===== config.mk =====
export PLATFORM = sky130hd
export DESIGN_NAME = lane_marking_pixel_filter
export DESIGN_NICKNAME = d
export VERILOG_FILES = /design/src/rtl/lmpf_pkg.sv /design/src/rtl/lane_marking_pixel_filter.sv /design/src/rtl/lmpf_ram.sv /design/src/rtl/lmpf_width.sv /design/src/rtl/lmpf_front.sv /design/src/rtl/lmpf_queue.sv /design/src/rtl/lmpf_judge.sv
export SDC_FILE = /design/constraint.sdc
export NUM_CORES = 2
export LEC_CHECK = 0
export ABC_AREA = 0
export BUFFER_PORTS_ARGS = -buffer_cell sky130_fd_sc_hd__clkbuf_2
export CAP_MARGIN = 20
export CELL_PAD_IN_SITES_DETAIL_PLACEMENT = 0
export CELL_PAD_IN_SITES_GLOBAL_PLACEMENT = 1
export CORE_AREA = 4 4 826 500
export CTS_CLUSTER_DIAMETER = 40
export DETAILED_ROUTE_END_ITERATION = 16
export DIE_AREA = 0 0 830 504
export HOLD_SLACK_MARGIN = 0.05
export PLACE_DENSITY = 0.53
export REMOVE_ABC_BUFFERS = 1
export SLEW_MARGIN = 25
export SYNTH_ARGS = -nofsm -noshare
export SYNTH_HDL_FRONTEND = slang
export SYNTH_SLANG_ARGS = --single-unit

===== constraint.sdc =====
create_clock -name clk -period 9.7 [get_ports clk]
set_input_delay 0 -clock clk [delete_from_list [all_inputs] [get_ports clk]]
set_output_delay 0 -clock clk [all_outputs]
set_load 0.005 [all_outputs]

===== src/rtl/lmpf_pkg.sv =====
package lmpf_pkg;

  localparam int MAX_DIM    = 2048;
  localparam int RING_DEPTH = 256;
  localparam int RING_AW    = $clog2(RING_DEPTH);

  localparam int DIM_W = 12;
  localparam int CNT_W = 11;
  localparam int PIX_W = 8;
  localparam int HW_W  = 8;

  localparam int HW_LIMIT = (RING_DEPTH - 1) / 2;
  localparam int HW_MAX   = (HW_LIMIT > 255) ? 255 : HW_LIMIT;
  localparam int HW_BASE  = 7;

  localparam int ROI_MARGIN   = 30;
  localparam int WIDTH_DEN    = 20;
  localparam int MIN_CONTRAST = 5;

  localparam int NUM_W   = 22;
  localparam int DEN_W   = 15;
  localparam int DCNT_W  = $clog2(NUM_W);

  localparam int QDEPTH = 4;
  localparam int QAW    = $clog2(QDEPTH);
  localparam int QLW    = QAW + 1;

  localparam int CFG_IDX_W = 2;
  localparam logic [CFG_IDX_W-1:0] CFG_ROWS = CFG_IDX_W'(0);
  localparam logic [CFG_IDX_W-1:0] CFG_COLS = CFG_IDX_W'(1);

  localparam logic [DIM_W-1:0] ROWS_RESET = DIM_W'(480);
  localparam logic [DIM_W-1:0] COLS_RESET = DIM_W'(640);

  typedef enum logic [1:0] {
    WS_IDLE,
    WS_MUL,
    WS_DIV,
    WS_FIN
  } lmpf_wstate_t;

  typedef struct packed {
    logic             done;
    logic [CNT_W-1:0] row;
    logic [HW_W-1:0]  hw;
  } lmpf_wres_t;

  typedef struct packed {
    logic [CNT_W-1:0] row;
    logic [CNT_W-1:0] col;
    logic [PIX_W-1:0] ctr;
    logic [PIX_W-1:0] lft;
    logic [PIX_W-1:0] rgt;
  } lmpf_job_t;

endpackage


===== src/rtl/lane_marking_pixel_filter.sv =====
// Lane marking pixel filter: dark-light-dark test on a grey raster stream.
// Input queue side: drive in_gray_pixel with in_push; a pixel is taken on a
// clock edge with in_push high and in_full low. Pixels arrive in raster order;
// row and column are counted inside.
// Result queue side: while out_empty is low the oldest result (row, column,
// marking flag of a judged centre pixel) is on out_*; out_pop takes it.
// Configuration: cfg_index 0 = frame rows, 1 = frame columns, written with
// cfg_valid (cfg_ready is always high); other indexes are ignored.
// Throughput: one pixel per cycle inside a row while the queue has room. The
// half width of each row comes from a one-bit-per-cycle divider that runs
// during the previous row, so column 0 stalls only on rows shorter than its
// run, at the first row after reset and after a configuration write.
// A result goes through the job register, the queue and the output register.
// A 4-entry queue sits between the ring-buffer front and the judge stage;
// when the receiver stalls, in_full rises once that queue fills.
// Reset: frame is 480 x 640, counters at row 0 column 0, no results pending.
module lane_marking_pixel_filter
  import lmpf_pkg::*;
(
  input  logic                 clk,
  input  logic                 rst_n,
  input  logic                 in_push,
  input  logic [PIX_W-1:0]     in_gray_pixel,
  output logic                 in_full,
  output logic                 out_empty,
  input  logic                 out_pop,
  output logic [CNT_W-1:0]     out_pixel_row,
  output logic [CNT_W-1:0]     out_pixel_col,
  output logic                 out_is_marking,
  input  logic                 cfg_valid,
  output logic                 cfg_ready,
  input  logic [CFG_IDX_W-1:0] cfg_index,
  input  logic [DIM_W-1:0]     cfg_data
);

  logic           job_valid;
  lmpf_job_t      job;
  lmpf_job_t      q_job;
  logic           q_empty;
  logic           q_pop;
  logic [QLW-1:0] q_level;

  lmpf_front u_front (
    .clk           (clk),
    .rst_n         (rst_n),
    .in_push       (in_push),
    .in_gray_pixel (in_gray_pixel),
    .in_full       (in_full),
    .cfg_valid     (cfg_valid),
    .cfg_ready     (cfg_ready),
    .cfg_index     (cfg_index),
    .cfg_data      (cfg_data),
    .q_level       (q_level),
    .job_valid     (job_valid),
    .job           (job)
  );

  lmpf_queue u_queue (
    .clk   (clk),
    .rst_n (rst_n),
    .push  (job_valid),
    .din   (job),
    .pop   (q_pop),
    .dout  (q_job),
    .empty (q_empty),
    .level (q_level)
  );

  lmpf_judge u_judge (
    .clk            (clk),
    .rst_n          (rst_n),
    .q_empty        (q_empty),
    .q_job          (q_job),
    .q_pop          (q_pop),
    .out_empty      (out_empty),
    .out_pop        (out_pop),
    .out_pixel_row  (out_pixel_row),
    .out_pixel_col  (out_pixel_col),
    .out_is_marking (out_is_marking)
  );

endmodule


===== src/rtl/lmpf_ram.sv =====
module lmpf_ram #(
  parameter int WIDTH = 8,
  parameter int DEPTH = 256
) (
  input  logic                     clk,
  input  logic                     wr_en,
  input  logic [$clog2(DEPTH)-1:0] wr_addr,
  input  logic [WIDTH-1:0]         wr_data,
  input  logic [$clog2(DEPTH)-1:0] rd_addr_a,
  output logic [WIDTH-1:0]         rd_data_a,
  input  logic [$clog2(DEPTH)-1:0] rd_addr_b,
  output logic [WIDTH-1:0]         rd_data_b
);

  logic [WIDTH-1:0] mem [DEPTH];

  always_ff @(posedge clk) begin
    if (wr_en) begin
      mem[wr_addr] <= wr_data;
    end
    rd_data_a <= mem[rd_addr_a];
    rd_data_b <= mem[rd_addr_b];
  end

endmodule


===== src/rtl/lmpf_width.sv =====
module lmpf_width
  import lmpf_pkg::*;
(
  input  logic             clk,
  input  logic             rst_n,
  input  logic             flush,
  input  logic [CNT_W-1:0] want_row,
  input  logic [DIM_W-1:0] rows,
  input  logic [DIM_W-1:0] cols,
  output lmpf_wres_t       wres
);

  lmpf_wstate_t      state_r, state_nxt;
  logic              done_r, done_nxt;
  logic [CNT_W-1:0]  row_r, row_nxt;
  logic [HW_W-1:0]   hw_r, hw_nxt;
  logic              neg_r, neg_nxt;
  logic              hzero_r, hzero_nxt;
  logic [NUM_W-1:0]  num_r, num_nxt;
  logic [DEN_W-1:0]  den_r, den_nxt;
  logic [DEN_W-1:0]  rem_r, rem_nxt;
  logic [DCNT_W-1:0] cnt_r, cnt_nxt;

  logic [CNT_W-1:0]  half;
  logic signed [DIM_W-1:0]   diff;
  logic signed [DIM_W+12:0]  prod;
  logic [DIM_W+12:0]         mag;
  logic [DEN_W:0]            rem_sh;
  logic [NUM_W:0]            negq;

  always_ff @(posedge clk) begin
    if (!rst_n) begin
      state_r <= WS_IDLE;
      done_r  <= 1'b0;
    end else begin
      state_r <= state_nxt;
      done_r  <= done_nxt;
    end
  end

  always_ff @(posedge clk) begin
    row_r   <= row_nxt;
    hw_r    <= hw_nxt;
    neg_r   <= neg_nxt;
    hzero_r <= hzero_nxt;
    num_r   <= num_nxt;
    den_r   <= den_nxt;
    rem_r   <= rem_nxt;
    cnt_r   <= cnt_nxt;
  end

  always_comb begin
    state_nxt = state_r;
    done_nxt  = done_r;
    row_nxt   = row_r;
    hw_nxt    = hw_r;
    neg_nxt   = neg_r;
    hzero_nxt = hzero_r;
    num_nxt   = num_r;
    den_nxt   = den_r;
    rem_nxt   = rem_r;
    cnt_nxt   = cnt_r;

    half   = rows[DIM_W-1:1];
    diff   = $signed({1'b0, row_r}) - $signed({1'b0, half});
    prod   = $signed({1'b0, cols}) * diff;
    mag    = prod[DIM_W+12] ? (DIM_W+13)'(-prod) : prod;
    rem_sh = {rem_r, num_r[NUM_W-1]};
    negq   = {1'b0, num_r} + (NUM_W+1)'(rem_r != '0);

    case (state_r)
      WS_IDLE: begin
        if (!flush && (!done_r || row_r != want_row)) begin
          row_nxt   = want_row;
          done_nxt  = 1'b0;
          state_nxt = WS_MUL;
        end
      end
      WS_MUL: begin
        num_nxt   = mag[NUM_W-1:0];
        neg_nxt   = prod[DIM_W+12];
        hzero_nxt = (half == '0);
        den_nxt   = DEN_W'(half * WIDTH_DEN);
        rem_nxt   = '0;
        cnt_nxt   = '0;
        state_nxt = WS_DIV;
      end
      WS_DIV: begin
        if (rem_sh >= {1'b0, den_r}) begin
          rem_nxt = DEN_W'(rem_sh - {1'b0, den_r});
          num_nxt = {num_r[NUM_W-2:0], 1'b1};
        end else begin
          rem_nxt = rem_sh[DEN_W-1:0];
          num_nxt = {num_r[NUM_W-2:0], 1'b0};
        end
        cnt_nxt = cnt_r + DCNT_W'(1);
        if (cnt_r == DCNT_W'(NUM_W - 1)) begin
          state_nxt = WS_FIN;
        end
      end
      WS_FIN: begin
        if (hzero_r) begin
          hw_nxt = HW_W'(HW_BASE);
        end else if (neg_r) begin
          if (negq >= (NUM_W+1)'(HW_BASE - 1)) begin
            hw_nxt = HW_W'(1);
          end else begin
            hw_nxt = HW_W'(HW_BASE) - HW_W'(negq[2:0]);
          end
        end else begin
          if (num_r >= NUM_W'(HW_MAX - HW_BASE)) begin
            hw_nxt = HW_W'(HW_MAX);
          end else begin
            hw_nxt = HW_W'(num_r[HW_W-1:0] + HW_W'(HW_BASE));
          end
        end
        done_nxt  = 1'b1;
        state_nxt = WS_IDLE;
      end
      default: begin
        state_nxt = WS_IDLE;
      end
    endcase

    if (flush) begin
      done_nxt  = 1'b0;
      state_nxt = WS_IDLE;
    end
  end

  assign wres.done = done_r;
  assign wres.row  = row_r;
  assign wres.hw   = hw_r;

endmodule


===== src/rtl/lmpf_front.sv =====
module lmpf_front
  import lmpf_pkg::*;
(
  input  logic                 clk,
  input  logic                 rst_n,
  input  logic                 in_push,
  input  logic [PIX_W-1:0]     in_gray_pixel,
  output logic                 in_full,
  input  logic                 cfg_valid,
  output logic                 cfg_ready,
  input  logic [CFG_IDX_W-1:0] cfg_index,
  input  logic [DIM_W-1:0]     cfg_data,
  input  logic [QLW-1:0]       q_level,
  output logic                 job_valid,
  output lmpf_job_t            job
);

  logic [DIM_W-1:0] rows_cfg_r, rows_cfg_nxt;
  logic [DIM_W-1:0] cols_cfg_r, cols_cfg_nxt;
  logic [CNT_W-1:0] row_r, row_nxt;
  logic [CNT_W-1:0] col_r, col_nxt;
  logic [HW_W-1:0]  hw_r, hw_nxt;
  logic             pend_r, pend_nxt;
  logic [CNT_W-1:0] prow_r;
  logic [CNT_W-1:0] pcol_r;
  logic [PIX_W-1:0] ppix_r;

  logic [DIM_W-1:0] rows, cols;
  logic [CNT_W-1:0] half;
  logic [DIM_W-1:0] col_inc, row_inc, row_marg;
  logic [CNT_W-1:0] next_row, want_row;
  logic [HW_W-1:0]  w_use;
  logic [HW_W:0]    two_w;
  logic [CNT_W-1:0] ctr_col, lft_col;
  logic             accept, in_roi, judge, w_ready, q_room, flush;
  logic [PIX_W-1:0] ram_ctr, ram_lft;
  lmpf_wres_t       wres;

  assign rows = (rows_cfg_r > DIM_W'(MAX_DIM)) ? DIM_W'(MAX_DIM) : rows_cfg_r;
  assign cols = (cols_cfg_r > DIM_W'(MAX_DIM)) ? DIM_W'(MAX_DIM) : cols_cfg_r;
  assign half = rows[DIM_W-1:1];

  assign col_inc  = {1'b0, col_r} + DIM_W'(1);
  assign row_inc  = {1'b0, row_r} + DIM_W'(1);
  assign next_row = (row_inc >= rows) ? '0 : row_inc[CNT_W-1:0];
  assign want_row = (col_r == '0) ? row_r : next_row;

  assign flush     = cfg_valid && (cfg_index == CFG_ROWS || cfg_index == CFG_COLS);
  assign cfg_ready = 1'b1;

  assign w_ready = wres.done && (wres.row == row_r);
  assign q_room  = ({1'b0, q_level} + (QLW+1)'(pend_r)) < (QLW+1)'(QDEPTH);
  assign in_full = !q_room || ((col_r == '0) && !w_ready);
  assign accept  = in_push && !in_full;

  assign w_use    = (col_r == '0) ? wres.hw : hw_r;
  assign two_w    = {w_use, 1'b0};
  assign ctr_col  = col_r - CNT_W'(w_use);
  assign lft_col  = col_r - CNT_W'(two_w);
  assign row_marg = {1'b0, row_r} + DIM_W'(ROI_MARGIN);
  assign in_roi   = (row_marg >= {1'b0, half}) && (row_marg < rows);
  assign judge    = in_roi && (col_r >= CNT_W'(two_w)) && ({1'b0, col_r} < cols);

  lmpf_width u_width (
    .clk      (clk),
    .rst_n    (rst_n),
    .flush    (flush),
    .want_row (want_row),
    .rows     (rows),
    .cols     (cols),
    .wres     (wres)
  );

  lmpf_ram #(
    .WIDTH (PIX_W),
    .DEPTH (RING_DEPTH)
  ) u_ring (
    .clk       (clk),
    .wr_en     (accept),
    .wr_addr   (col_r[RING_AW-1:0]),
    .wr_data   (in_gray_pixel),
    .rd_addr_a (ctr_col[RING_AW-1:0]),
    .rd_data_a (ram_ctr),
    .rd_addr_b (lft_col[RING_AW-1:0]),
    .rd_data_b (ram_lft)
  );

  always_comb begin
    rows_cfg_nxt = rows_cfg_r;
    cols_cfg_nxt = cols_cfg_r;
    row_nxt      = row_r;
    col_nxt      = col_r;
    hw_nxt       = hw_r;
    pend_nxt     = accept && judge;
    if (cfg_valid && cfg_index == CFG_ROWS) begin
      rows_cfg_nxt = cfg_data;
    end
    if (cfg_valid && cfg_index == CFG_COLS) begin
      cols_cfg_nxt = cfg_data;
    end
    if (accept) begin
      if (col_r == '0) begin
        hw_nxt = wres.hw;
      end
      if (col_inc >= cols) begin
        col_nxt = '0;
        row_nxt = next_row;
      end else begin
        col_nxt = col_inc[CNT_W-1:0];
      end
    end
  end

  always_ff @(posedge clk) begin
    if (!rst_n) begin
      rows_cfg_r <= ROWS_RESET;
      cols_cfg_r <= COLS_RESET;
      row_r      <= '0;
      col_r      <= '0;
      hw_r       <= '0;
      pend_r     <= 1'b0;
    end else begin
      rows_cfg_r <= rows_cfg_nxt;
      cols_cfg_r <= cols_cfg_nxt;
      row_r      <= row_nxt;
      col_r      <= col_nxt;
      hw_r       <= hw_nxt;
      pend_r     <= pend_nxt;
    end
  end

  always_ff @(posedge clk) begin
    if (accept) begin
      prow_r <= row_r;
      pcol_r <= ctr_col;
      ppix_r <= in_gray_pixel;
    end
  end

  assign job_valid = pend_r;
  assign job.row   = prow_r;
  assign job.col   = pcol_r;
  assign job.ctr   = ram_ctr;
  assign job.lft   = ram_lft;
  assign job.rgt   = ppix_r;

endmodule


===== src/rtl/lmpf_queue.sv =====
module lmpf_queue
  import lmpf_pkg::*;
(
  input  logic           clk,
  input  logic           rst_n,
  input  logic           push,
  input  lmpf_job_t      din,
  input  logic           pop,
  output lmpf_job_t      dout,
  output logic           empty,
  output logic [QLW-1:0] level
);

  lmpf_job_t        slot_r [QDEPTH];
  logic [QAW-1:0]   wp_r, wp_nxt;
  logic [QAW-1:0]   rp_r, rp_nxt;
  logic [QLW-1:0]   cnt_r, cnt_nxt;
  logic             do_pop;

  assign empty  = (cnt_r == '0);
  assign level  = cnt_r;
  assign dout   = slot_r[rp_r];
  assign do_pop = pop && !empty;

  always_comb begin
    wp_nxt  = push ? wp_r + QAW'(1) : wp_r;
    rp_nxt  = do_pop ? rp_r + QAW'(1) : rp_r;
    cnt_nxt = cnt_r + QLW'(push) - QLW'(do_pop);
  end

  always_ff @(posedge clk) begin
    if (!rst_n) begin
      wp_r  <= '0;
      rp_r  <= '0;
      cnt_r <= '0;
    end else begin
      wp_r  <= wp_nxt;
      rp_r  <= rp_nxt;
      cnt_r <= cnt_nxt;
    end
  end

  always_ff @(posedge clk) begin
    if (push) begin
      slot_r[wp_r] <= din;
    end
  end

endmodule


===== src/rtl/lmpf_judge.sv =====
module lmpf_judge
  import lmpf_pkg::*;
(
  input  logic             clk,
  input  logic             rst_n,
  input  logic             q_empty,
  input  lmpf_job_t        q_job,
  output logic             q_pop,
  output logic             out_empty,
  input  logic             out_pop,
  output logic [CNT_W-1:0] out_pixel_row,
  output logic [CNT_W-1:0] out_pixel_col,
  output logic             out_is_marking
);

  logic             ovld_r, ovld_nxt;
  logic [CNT_W-1:0] orow_r;
  logic [CNT_W-1:0] ocol_r;
  logic             omark_r;

  logic signed [PIX_W:0]   ld, rd, mn;
  logic signed [PIX_W+1:0] dmin2;
  logic                    mark, load;

  always_comb begin
    ld    = $signed({1'b0, q_job.ctr}) - $signed({1'b0, q_job.lft});
    rd    = $signed({1'b0, q_job.ctr}) - $signed({1'b0, q_job.rgt});
    mn    = (ld < rd) ? ld : rd;
    dmin2 = {mn, 1'b0};
    mark  = (ld > 0) && (rd > 0) && (dmin2 > (PIX_W+2)'(MIN_CONTRAST)) &&
            (dmin2 >= $signed({3'b000, q_job.ctr[PIX_W-1:1]}));
  end

  assign load     = !q_empty && (!ovld_r || out_pop);
  assign q_pop    = load;
  assign ovld_nxt = load || (ovld_r && !out_pop);

  always_ff @(posedge clk) begin
    if (!rst_n) begin
      ovld_r <= 1'b0;
    end else begin
      ovld_r <= ovld_nxt;
    end
  end

  always_ff @(posedge clk) begin
    if (load) begin
      orow_r  <= q_job.row;
      ocol_r  <= q_job.col;
      omark_r <= mark;
    end
  end

  assign out_empty      = !ovld_r;
  assign out_pixel_row  = orow_r;
  assign out_pixel_col  = ocol_r;
  assign out_is_marking = omark_r;

endmodule

==> results <==
- The count of endpoints failing setup in the final report is 0.
- The cell accounting for the most synthesized area is edfxtp_1.
- The number of buffers added for setup after CTS is 0.
- The mapped netlist covers around 120000 um^2.
- The number of global-route vias before repair came to ~69000.
- The number of rows in the core area is 181.
- The run finished with clean final reports.
- The I/O pin count is 53.
- Of the cells placed in the final design, the portion with a size suffix greater than 1 is 0.3335.
- The number of antenna violations at the first check in global routing is 37.
- The maximum buffer depth of the clock tree is 4.
- The detail-routed via count per cell is 5.694.
- Setup repair after global routing left no endpoint under its margin.
- The H-tree depth reported by CTS is 5.
- The number of pins with negative max-slew slack in the final report came to 0.
- The number of clock sinks is 2445.
- The latest clock arrival within the worst-skew pair is ~920 ps.
- The hold violation total from the final report is 0.
- The count of TritonRoute iterations in the first routing pass is 5.
- The floorplan step set the die width to 830 um.
- The number of warnings printed during yosys synthesis is 0.
- On the critical path, the stage with the largest delay is an instance of fa_1.
- The area enclosed by the die boundary is approximately 420000 um^2.
- In this design, the stage delay of the slowest critical-path cell is a little over 500 ps.
- The global-route wire length before repair is 574.4 mm.
- The flip-flop and latch count after synthesis is between 2000 and 2500.
- Yosys instantiated no cell more often than edfxtp_1.
- The number of buffers inserted during clock tree synthesis is between 300 and 400.
- The maximum clock frequency is 110.3 MHz.
- The CTS tree is done.
- STA classifies the critical path endpoint as a register.
- The relative area change from synthesis to final layout is 15.55%.
- The final layout contains routed wiring with a total length of a little over 400 mm.
- By startpoint and endpoint, the worst setup path is classified as reg -> reg.
- Ranked by instance count, the synthesized netlist is headed by edfxtp_1, mux4_2, nor2_1, nand2_1, inv_1.
- Ranked by total cell area, the synthesized netlist is headed by edfxtp_1, mux4_2, ha_1.
- The startpoint type of the worst setup path is a register.
- The core footprint is 404500 um^2.
- The routed layout has about 71000 vias.
- The count of buffers added on input and output ports is 51.
- The global-route congestion overflow total is 0.
- The normalized max-slew margin is 0.2079.
- For this configuration, the core starts out at a cell density of 0.2998.
- For this run, the total global-route usage over all layers was measured as 0.1931.
- In the final timing run, aggregate negative setup slack is 0 ps.
- The global placement routability congestion is roughly 0.83.
- The count of nets left with antenna violations once routing finished came out at 0.
- The leakage power is 44.09 nW.
- A synthesized cell averages 18.33 um^2.
- The master cell of the clock root buffer is clkbuf_16.
- The clock-pin slew reported for the worst setup and hold paths after clock tree synthesis is approximately 60 ps.
- The worst ir drop on vdd is 0.3262 mV.
- The measured slew at the worst slew-check pin is 1184 ps.
- Of all flip-flops after synthesis, the portion carrying an async set or reset was 0.
- The data arrival time of the critical path is 9820 ps.
- The detailed-route DRC error count is 0.
- The path category of the worst min-delay check is in -> reg.
- The net count reported at finish is just over 7000.
- Detailed placement finished with a half-perimeter wire length of 275.0 mm.
- The synthesized design contains ~2400 enable-type register cells.
- The most instantiated flip-flop cell in the synthesis netlist is edfxtp_1.
- The tool flagged a number of max-cap violations equal to 0.
- The reg2reg setup slack is 630 ps.
- The share of the synthesized area in the top cell type is 0.5847.
- The height of the die is 504 um.
- Power spread over the standard cell area amounts to roughly 210 nW/um^2.
- The netlist uses 89 different library cells.
- Entering global routing, the biggest net connects 130 pins.
- After detailed routing, the average wire length per cell comes to ~33 um.
- In the synthesized netlist, the number of instances is between 6000 and 7000.
- For this block, the initial DRC count from the detailed router was 9821.
- The share of the clock period used by the worst path after layout is 0.9346.
- The worst path meets setup with 634.8 ps of slack.
- By instance count, the cell type seen most on the critical path is fa_1.
- Of the synthesized area, sequential elements account for 0.5985.
- The worst clock skew is between 40 and 50 ps.
- In this run the worst path has a maximum fanout of 11.
- For the worst setup path, the data required time is between 10000 and 15000 ps.
- Prior to clock tree synthesis, the placed netlist has a worst setup slack of 186.4 ps.
- For the finished layout, the period the worst path requires is 9065 ps.
- With fillers left out, the area of the finished cells amounts to roughly 140000 um^2.
- The cell area reported after detailed placement is 129300 um^2.
==> report_power, final <==
group	total [mW]	switching [mW]	internal, mW
registers	12.1	0.221	11.9
clock network	11.6	4.93	6.71
logic	5.68	3.35	2.34
total	29.4	8.50	20.9
==> worst paths after layout <==
check,start,endpoint,cells after the start
worst max-delay path,u_front.rows_cfg_r[4],u_front.u_width.num_r[21],35
worst min-delay path,in_gray_pixel[5],u_front.u_ring.mem[73][5],2
worst max register to register,u_front.rows_cfg_r[4],u_front.u_width.num_r[21],35
worst min register to register,u_front.cols_cfg_r[5],u_front.cols_cfg_r[5],2
==> area by class of cell <==
class                   instances  area, um^2
diodes                         10       25.02
clock buffers                 344        7925
clock inverters               199        2181
fillers                     37830      264400
inverters                     281        1059
multi-input cells            3448       46570
flip-flops and latches       2445       72590
well taps                    5398        6754
repair buffers                335        3012
==> placed cells by master (no fill, tap or decap), types with 21 or more instances in the layout <==
cell type	n
clkbuf_16	310
mux2i_1	66
xnor2_1	66
clkbuf_1	30
xor2_1	67
nand2_1	325
fa_1	107
and2_1	45
nor2b_1	42
dfxtp_1	81
clkinv_1	24
dlygate4sd3_1	52
clkbuf_2	43
nor4_1	21
ha_1	239
mux4_2	1357
o21ai_0	66
nand3_1	40
nand2b_1	39
clkinvlp_4	23
clkinv_4	21
clkinv_2	32
nor3_1	41
a211oi_1	37
buf_4	198
inv_6	46
edfxtp_1	2361
nor2_2	89
buf_12	32
a21oi_1	105
nor2_1	299
a21boi_0	32
inv_1	275
bufinv_16	26
==> per-stage QoR <==
step	cells	utilization	total power, mW	hold WS (ps)
global placement	11850	0.3191	17.88	270.7
global route	12450	0.3464	30.82	121.0
finish	12460	0.3464	29.41	124.4
detailed placement	11850	0.3197	17.89	270.4
CTS	12450	0.3459	29.61	75.49
floorplan	6174	-	16.24	71.83
==> per-layer routing <==
metal / vias up / global-route usage / routed length, um
met3: 449 / 0.07264 / 52740
met2: 4127 / 0.2472 / 160800
met4: 8 / 0.03467 / 7454
met5: - / 0.002271 / 55
li1: 27750 / - / -
met1: 38620 / 0.3069 / 194200
==> registers in the layout, indices dropped and copies added, names as in the netlist, 11 cells and up, named ones only <==
name	count
u_front.pcol_r	11
u_front.row_r	11
u_front.u_width.rem_r	15
u_front.u_width.num_r	22
u_front.u_width.row_r	11
u_queue.slot_r	184
u_front.cols_cfg_r	12
u_front.rows_cfg_r	12
u_front.u_width.den_r	13
u_front.u_ring.mem	2048
u_front.col_r	11
u_judge.out_pixel_row	11
u_judge.out_pixel_col	11
u_front.prow_r	11
==> worst max-delay path, delay by kind of cell, from the launching register on <==
kind                       cells  cell delay (ps)
buffers and inverters          5              370
xor gates and xnor gates       1              180
DFF                            1              320
AOI/OAI and AO/OA             11             2250
and+or+nand+nor               11             2560
adders and majority gates      7             3220
==> cells by family (layout without fill, tap and decap cells) <==
family	count (synthesis)	count (layout)	synth area share
compound gates	432	432	0.02391
xor+xnor	146	146	0.01070
fa+ha+maj	352	352	0.04307
buf+inv	722	1159	0.02392
flops	2445	2445	0.5985
mux	1452	1452	0.2601
other cells	2	12	0.00006193
simple gates	1064	1064	0.03974
==> what timing repair did <==
| item | CTS | global route |
|---|---|---|
| endpoints found under the setup margin | 0 | 22 |
| endpoints found under the hold margin | 859 | 0 |
| hold buffers | 52 | 0 |
| resized for setup | 0 | 6 |
(Power assumes the default switching activity.)
